[src/rtl/assert_macros.svh]
// Assertion macros shared by the hash collision counter RTL
`ifndef ASSERT_MACROS_SVH
`define ASSERT_MACROS_SVH

`ifndef ASSERT_OFF

`define ASSERT_IMPL(label, clk, rst, ante, cons) \
  label: assert property (@(posedge clk) disable iff (rst) (ante) |-> (cons)) \
    else $error("assertion failed");

`define ASSERT_NEXT(label, clk, rst, ante, cons) \
  label: assert property (@(posedge clk) disable iff (rst) (ante) |=> (cons)) \
    else $error("assertion failed");

`else

`define ASSERT_IMPL(label, clk, rst, ante, cons)

`define ASSERT_NEXT(label, clk, rst, ante, cons)

`endif

`endif

[src/rtl/hcc_pkg.sv]
// Package: widths, register codes, types and helpers of the hash collision counter
`timescale 1ns / 1ps

package hcc_pkg;

  localparam int KEY_W           = 32;
  localparam int SLOT_W          = 9;
  localparam int COUNT_W         = 16;
  localparam int SHIFT_W         = 4;
  localparam int CFG_IDX_W       = 3;
  localparam int CFG_DATA_W      = 16;
  localparam int EPOCH_W         = 8;
  localparam int TABLE_DEPTH_DEF = 512;

  localparam logic [COUNT_W-1:0] COUNT_MAX   = '1;
  localparam logic [EPOCH_W-1:0] EPOCH_MAX   = '1;
  localparam logic [EPOCH_W-1:0] EPOCH_FIRST = EPOCH_W'(1);
  localparam logic [SHIFT_W-1:0] TBITS_MIN   = SHIFT_W'(1);
  localparam logic [SHIFT_W-1:0] TBITS_MAX   = SHIFT_W'(SLOT_W);

  typedef enum logic [CFG_IDX_W-1:0] {
    REG_XOR    = 3'd0,
    REG_SHIFT1 = 3'd1,
    REG_LSHIFT = 3'd2,
    REG_SHIFT2 = 3'd3,
    REG_MULT   = 3'd4,
    REG_SHIFT3 = 3'd5,
    REG_TBITS  = 3'd6
  } cfg_reg_t;

  typedef enum logic {
    ST_CLEAR,
    ST_RUN
  } state_t;

  typedef struct packed {
    logic [15:0]        xor_constant;
    logic [SHIFT_W-1:0] first_right_shift;
    logic [SHIFT_W-1:0] left_shift_add;
    logic [SHIFT_W-1:0] second_right_shift;
    logic [15:0]        multiplier;
    logic [SHIFT_W-1:0] final_right_shift;
    logic [SHIFT_W-1:0] table_bits;
  } cfg_t;

  typedef struct packed {
    logic              valid;
    logic              last;
    logic [SLOT_W-1:0] slot;
  } hash_out_t;

  function automatic logic [SLOT_W-1:0] slot_mask(input logic [SHIFT_W-1:0] tbits);
    logic [SHIFT_W-1:0] b;
    b = tbits;
    if (b < TBITS_MIN) b = TBITS_MIN;
    if (b > TBITS_MAX) b = TBITS_MAX;
    return SLOT_W'((10'd1 << b) - 10'd1);
  endfunction

endpackage

[src/rtl/hcc_hash.sv]
// Two-stage key mixing pipeline and slot mask
`timescale 1ns / 1ps

module hcc_hash
  import hcc_pkg::*;
(
  input  logic             clk,
  input  logic             rst,
  input  logic             advance,
  input  logic             load,
  input  logic [KEY_W-1:0] key,
  input  logic             last_key,
  input  cfg_t             cfg,
  output hash_out_t        hout
);

  logic             v1;
  logic             l1;
  logic [KEY_W-1:0] h1;
  logic             v2;
  logic             l2;
  logic [KEY_W-1:0] h2;

  logic [KEY_W-1:0] x1;
  logic [KEY_W-1:0] x2;
  logic [KEY_W-1:0] x3;
  logic [KEY_W-1:0] x5;

  assign x1 = (key ^ KEY_W'(cfg.xor_constant)) ^ (key >> cfg.first_right_shift);
  assign x2 = x1 + (x1 << cfg.left_shift_add);
  assign x3 = x2 ^ (x2 >> cfg.second_right_shift);

  always_ff @(posedge clk) begin
    if (rst) begin
      v1 <= 1'b0;
      v2 <= 1'b0;
    end else if (advance) begin
      v1 <= load;
      v2 <= v1;
    end
  end

  always_ff @(posedge clk) begin
    if (advance) begin
      h1 <= x3;
      l1 <= last_key;
      h2 <= h1 * KEY_W'(cfg.multiplier);
      l2 <= l1;
    end
  end

  assign x5 = h2 ^ (h2 >> cfg.final_right_shift);

  assign hout.valid = v2;
  assign hout.last  = l2;
  assign hout.slot  = x5[SLOT_W-1:0] & slot_mask(cfg.table_bits);

endmodule

[config.mk]
export PLATFORM = sky130hd
export DESIGN_NAME = hcc_hash
export DESIGN_NICKNAME = d
export VERILOG_FILES = /design/src/rtl/assert_macros.svh /design/src/rtl/hcc_pkg.sv /design/src/rtl/hcc_hash.sv
export SDC_FILE = /design/constraint.sdc
export NUM_CORES = 1
export LEC_CHECK = 0
export BUFFER_PORTS_ARGS = -buffer_cell sky130_fd_sc_hd__buf_2
export CORE_ASPECT_RATIO = 0.7
export CORE_MARGIN = 3
export CORE_UTILIZATION = 40
export CTS_BUF_LIST = sky130_fd_sc_hd__clkbuf_4
export DETAILED_ROUTE_END_ITERATION = 10
export PLACE_DENSITY = 0.62
export REMOVE_ABC_BUFFERS = 1
export SLEW_MARGIN = 20
export SYNTH_ARGS = -nofsm -noshare
export SYNTH_HDL_FRONTEND = slang
export SYNTH_SLANG_ARGS = --single-unit
[constraint.sdc]
create_clock -name clk -period 13.5 [get_ports clk]
set_clock_uncertainty 0.05 [all_clocks]
set_input_delay 0 -clock clk [delete_from_list [all_inputs] [get_ports clk]]
set_output_delay 0 -clock clk [all_outputs]
set_load 0.1 [all_outputs]
==> out/results.txt, run 1 <==
Share of layout cells above drive strength 1 - 0.100
Worst-Margin Slew - 1090 ps
Final nets - 2435
Crit path largest cell delay - 750 ps
RSZ-0062 raised after global routing - no
Yosys reg bits - 52
Overflow after GRT - 0
Global-route wire length before repair - 77500 microns
Crit-path slowest cell - edfxtp_1
CP bufs+invs - 4
Reg2reg path depth - 20
Crit Path Class - register to register
Post-synth EDFFs - 50
Vias in the first global route - 14.7k
Endpoint class of the critical path - register
Fin Hold WS - 196 ps
Average cell area after synthesis - 8.35 sq um
Family with the most delay on the worst path - adder cells
Mapped Area - 17300 sq um
Final-report hold violation count - 0
Finished Core Util - 0.427
Setup TNS - 0 ps
Port buffer count - 99
Mapped Cells - 2072
Count of final setup violators - 0
Flop2flop setup slack - 6810 ps
Root buffer cell - clkbuf_4
Run status - finished, final reports clean
Prevailing post-synth register cell - edfxtp_1
# H-tree levels - 2
Clock Sinks - 52
I/O pin count - 100
Hold Path Class - input port to register
Postcts setup bufs - 0
Critical path cell sequence - and2_1 > fa_1 > inv_1 > fa_1 > fa_1 > inv_1 > fa_1 > fa_1 > inv_1 > fa_1 > inv_1 > ha_1 > nand3_1 > nand2_1 > a211oi_1 > o31ai_1 > or4_1 > a31o_2 > a21oi_1 > xnor2_1
WL/cell - 17.7 microns
Core footprint - 42500 sq um
Starting Density - 0.407
Register area share after synthesis - 0.0891
Drt initial violations - 1352
Max Fclk - 149 MHz
RD Place Congestion - 0.931
Die Y - 180 microns
Die extent in x - 255 microns
Area Growth Syn to Fin - 4.91%
Fillers - 4211
Maximum fanout along the worst path - 16
Site Rows - 63
Via density - 5.60
Hold path endpoint - h2[0]
Max Root-Sink Buffers - 2
Synth unique cells - 75
Later-pin clock latency in the skew report - 420 ps
Residual DRC - 0
Largest net degree at the start of global routing - 53
Reg2reg start - h1[8]
Die ar. - 45800 sq um
Maxcap violations - 0
All-Layer GR Usage - 0.204
Via count - 14.7k
DRT Pass-1 Iters - 5
CP arrival - 6820 ps
Pins Over Slew Limit - 0
Worst Hold Launch - cfg[8]
Antenna Violating Nets Remaining - 0
Dpl hpwl - 37100 microns
Multi-input gate area - 14300 sq um
Seq. cell area - 1540 sq um
Slew headroom - 0.270
Critical Path RT - 13630 ps
Hold depth - 2
Clock buffer count from CTS - 5
Crit path time final - 6690 ps
Worst setup SP type - register
Final WL - 46300 microns
Final worst-path cycle share - 0.496
CTS tree - yes
Critical path's most frequent cell - fa_1
Initial antenna violation count - 1
Clk pin slew, worst setup/hold paths - 170 ps
FFs w/ async S/R, synth - 0
End of the worst register-to-register path - h2[23]
Stages on worst setup path - 20
Syn. warnings - 0
[synthesized netlist by cell type (53+ instances only)]
| master | count | area share |
|---|---|---|
| nand2_1 | 281 | 0.061 |
| inv_1 | 256 | 0.056 |
| fa_1 | 193 | 0.22 |
| nor2_1 | 136 | 0.030 |
| and2_1 | 132 | 0.048 |
| a21oi_1 | 119 | 0.034 |
| clkbuf_1 | 103 | 0.022 |
| xnor2_1 | 98 | 0.050 |
| mux2i_1 | 97 | 0.056 |
| ha_1 | 89 | 0.064 |
| o21ai_0 | 74 | 0.021 |
| mux4_2 | 58 | 0.076 |
| xor2_1 | 53 | 0.027 |
[per-stage QoR]
step                instances  setup WS (ps)  cell area, sq um
global route             2618           6420             18100
floorplan                1946           7530             16800
global placement         2603           6620             18000
finish                   2618           6810             18100
detailed placement       2603           6640             18000
CTS                      2617           6790             18100
[worst reg2reg max path, stage by stage (launching register included)]
cell      delay, ps
edfxtp_1        750
and2_1          310
fa_1            540
inv_1            60
fa_1            480
fa_1            510
inv_1            50
fa_1            490
fa_1            500
inv_1            50
fa_1            480
inv_1            50
ha_1            370
nand3_1         140
nand2_1          90
a211oi_1        340
o31ai_1         190
or4_1           450
a31o_2          270
a21oi_1         170
xnor2_1         140
[worst max-delay path by stage]
stage | startpoint | slack [ps] | endpoint
final | h1[8] | 6810 | h2[23]
after global routing | h1[8] | 6420 | h2[23]
after global placement | cfg[33] | 6620 | h1[18]
after CTS | h1[8] | 6790 | h2[23]
after floorplan | h1[7] | 7530 | h2[23]
after detailed placement | cfg[33] | 6640 | h1[17]
[final cells by class]
class                   instances  area share
inverters                     263      0.0544
clock buffers                   5     0.00207
repair buffers                111      0.0331
well taps                     552      0.0381
diodes                          1    0.000138
multi-input cells            1631       0.786
flip-flops and latches         52      0.0850
clock inverters                 3     0.00152
[flip-flops by register name (all words and copies together), names as in the netlist]
signal	count
h2	24
v2	1
v1	1
l2	1
l1	1
h1	24
[routing by layer]
layer | global-route usage | share of wire | vias up
li1 | - | - | 6928
met1 | 0.310 | 0.48 | 7179
met2 | 0.311 | 0.44 | 517
met3 | 0.0356 | 0.075 | 39
met4 | 0.0243 | 0.0091 | 0
met5 | 0 | 0 | -
[layout by cell type (no fill, tap or decap), drive strengths merged, types with 6 or more instances in the layout]
master,synthesis,layout
nor2b,8,8
and4,6,6
ha,89,89
a211oi,30,30
xnor2,98,98
fa,193,193
mux2,17,17
o211ai,12,12
and3,7,7
nor2,136,136
or3,9,9
a21o,18,18
mux2i,97,97
o22ai,6,6
nor3,20,20
nor4,6,6
xor2,54,54
nand3,27,27
nand2,281,281
a21oi,119,119
buf,23,105
mux4,63,63
nand2b,13,13
a31oi,15,15
and2,132,132
dlygate4sd3,0,6
inv,261,261
o31ai,7,7
o21ai,77,77
o21a,9,9
edfxtp,50,50
[logic make-up (layout without fill, tap and decap cells)]
| kind of cell | Yosys count | in the layout | synth area share |
|---|---|---|---|
| and+or+nand+nor | 672 | 672 | 0.183 |
| buffers and inverters | 389 | 382 | 0.0867 |
| AOI/OAI and AO/OA | 347 | 347 | 0.126 |
| adders and majority gates | 282 | 282 | 0.288 |
| muxes | 177 | 177 | 0.150 |
| xor gates and xnor gates | 152 | 152 | 0.0774 |
| DFF | 52 | 52 | 0.0891 |
| other | 1 | 2 | 0.000217 |
[timing repair]
action | in CTS | in global routing
setup endpoints to repair | 0 | 0
hold buffers | 6 | 0
endpoints found under the hold margin | 5 | 0
resized for setup | 0 | 0
Power of run 1 is not shown: default switching activity piles up to over one toggle a cycle in this logic, so the estimate is an artifact.
==> run 2: changes to the inputs <==
--- a/config.mk
+++ b/config.mk
@@ -5,6 +5,7 @@
 export SDC_FILE = /design/constraint.sdc
 export NUM_CORES = 1
 export LEC_CHECK = 0
+export ABC_AREA = 1
 export BUFFER_PORTS_ARGS = -buffer_cell sky130_fd_sc_hd__buf_2
 export CORE_ASPECT_RATIO = 0.7
 export CORE_MARGIN = 3
==> constraint.sdc (replaced) <==
create_clock -name clk -period 6.6 [get_ports clk]
set_clock_uncertainty 0.05 [all_clocks]
set_input_delay 0 -clock clk [delete_from_list [all_inputs] [get_ports clk]]
set_output_delay 0 -clock clk [all_outputs]
set_load 0.1 [all_outputs]
==> out/results.txt, run 2 <==
Worst-Margin Slew - 1050 ps
All-Layer GR Usage - 0.227
Critical Path RT - 6760 ps
Prevailing post-synth register cell - edfxtp_1
Die Y - 179 microns
Maximum fanout along the worst path - 8
Final WL - 50800 microns
CP arrival - 6270 ps
Worst Hold Launch - cfg[8]
Global-route wire length before repair - 83100 microns
Most numerous cell in the Yosys netlist - nand2_1
Leading cell type in the layout, fill and taps excluded - nand2_1
Clk pin slew, worst setup/hold paths - 200 ps
Count of final setup violators - 0
I/O pin count - 100
Syn. warnings - 0
Synth top area share - 0.227
Port buffer count - 99
Endpoint class of the critical path - register
WL/cell - 15.9 microns
Dpl hpwl - 42000 microns
Later-pin clock latency in the skew report - 430 ps
Final-report hold violation count - 0
Mapped Cells - 2645
RD Place Congestion - 0.932
Clock buffer count from CTS - 5
Start point of the critical path - h1[5]
Area Growth Syn to Fin - 5.37%
Ranking of synthesized cells by area - fa_1 (23%), nand2_1 (18%), inv_1 (10%)
Via count - 16.9k
Biggest regs - h1 x24, h2 x24
Most frequent cells in the layout - nand2_1 (829), inv_1 (472), nand3_1 (276)
Yosys reg bits - 52
Share of layout cells above drive strength 1 - 0.0660
Leading area contributor after synthesis - fa_1
Starting Density - 0.411
Synth unique cells - 53
Final nets - 3020
Reg2reg start - h1[5]
Run status - finished, final reports clean
Core footprint - 41500 sq um
Vias in the first global route - 15.9k
Clock Sinks - 52
Largest net degree at the start of global routing - 54
Mapped Area - 17000 sq um
DRT Pass-1 Iters - 6
CTS resizes - 0
Crit-path slowest cell - edfxtp_1
Critical path's most frequent cell - fa_1
Crit path largest cell delay - 580 ps
Die ar. - 45200 sq um
Via density - 5.28
Pins Over Slew Limit - 0
Antenna cells - 0
Hold Path Class - input port to register
FFs w/ async S/R, synth - 0
Crit Path Class - register to register
Average cell area after synthesis - 6.44 sq um
Maxcap violations - 0
Residual DRC - 0
Antenna Violating Nets Remaining - 0
Final worst-path cycle share - 0.927
Max Root-Sink Buffers - 2
Post-synth EDFFs - 50
RSZ-0062 raised after global routing - no
Synth top cells by count - nand2_1 (829), inv_1 (472), nand3_1 (276), fa_1 (193), o21ai_0 (145)
Crit path time final - 6120 ps
Register area share after synthesis - 0.0904
Setup TNS - 0 ps
Die extent in x - 253 microns
# H-tree levels - 2
Initial antenna violation count - 0
Max Fclk - 164 MHz
Worst setup SP type - register
Drt initial violations - 1644
Overflow after GRT - 0
Root buffer cell - clkbuf_4
CTS tree - yes
Site Rows - 62
Slew headroom - 0.296
## run 2: cell count changes after synthesis, moves of 48 or more
| cell | change |
|---|---|
| and2_1 | -131 |
| o21ai_1 | +49 |
| nand3_1 | +249 |
| o21ai_0 | +71 |
| xnor2_1 | -48 |
| nor2_1 | -74 |
| inv_1 | +216 |
| nand2_1 | +548 |
| mux2i_1 | -79 |
| mux4_2 | -58 |
## run 2: layer usage
layer  GRT usage  share of wire
met1       0.354           0.49
met2       0.338           0.41
met3      0.0416          0.093
met4      0.0187         0.0061
met5           0              0
## run 2: area by class of cell
class                   count  area [sq um]
well taps                 544           681
flip-flops and latches     52          1540
fillers                  4412         23500
inverters                 483          1810
clock buffers               6          45.0
repair buffers            136           781
multi-input cells        1971         13100
clock inverters             2          13.8
## run 2: path summary, 6_finish.rpt
kind | endpoint | slack (ps) | cells past startpoint
worst max-delay path | h2[22] | 480 | 25
worst min-delay path | h2[0] | 70 | 3
worst max register to register | h2[22] | 480 | 25
worst min register to register | l2 | 400 | 0
## run 2: through the flow
stage | worst slack [ps] | utilization | hold WS (ps) | area (sq um) | std cells
2_1_floorplan | 827 | - | 19.1 | 16400 | 2506
3_3_place_gp | 484 | 0.427 | 119 | 17700 | 3162
3_5_place_dp | 324 | 0.427 | 126 | 17700 | 3162
4_1_cts | 283 | 0.429 | 39.8 | 17800 | 3173
5_1_grt | 63.2 | 0.433 | 48.8 | 18000 | 3194
6_report | 485 | 0.433 | 66.1 | 18000 | 3194
## run 2: kinds of logic after synthesis
family	Yosys count	synth area share
compound gates	346	0.112
xor+xnor	114	0.0590
fa+ha+maj	282	0.292
buf+inv	622	0.142
flops	52	0.0904
mux	18	0.0106
other cells	1	0.000220
simple gates	1210	0.294
## run 2: worst max-delay path, delay by kind of cell (launching register included)
| kind | cells | cell delay (ps) |
|---|---|---|
| AOI/OAI and AO/OA | 6 | 1040 |
| xor gates and xnor gates | 1 | 130 |
| DFF | 1 | 580 |
| and+or+nand+nor | 6 | 560 |
| adders and majority gates | 7 | 3290 |
| buffers and inverters | 5 | 240 |
## run 2: repair_timing
action	in CTS	in global routing
setup endpoints to repair	0	2
setup buffers	0	21
hold endpoints to repair	3	0
hold buffers	3	0
Power of run 2 is left out for the same reason.
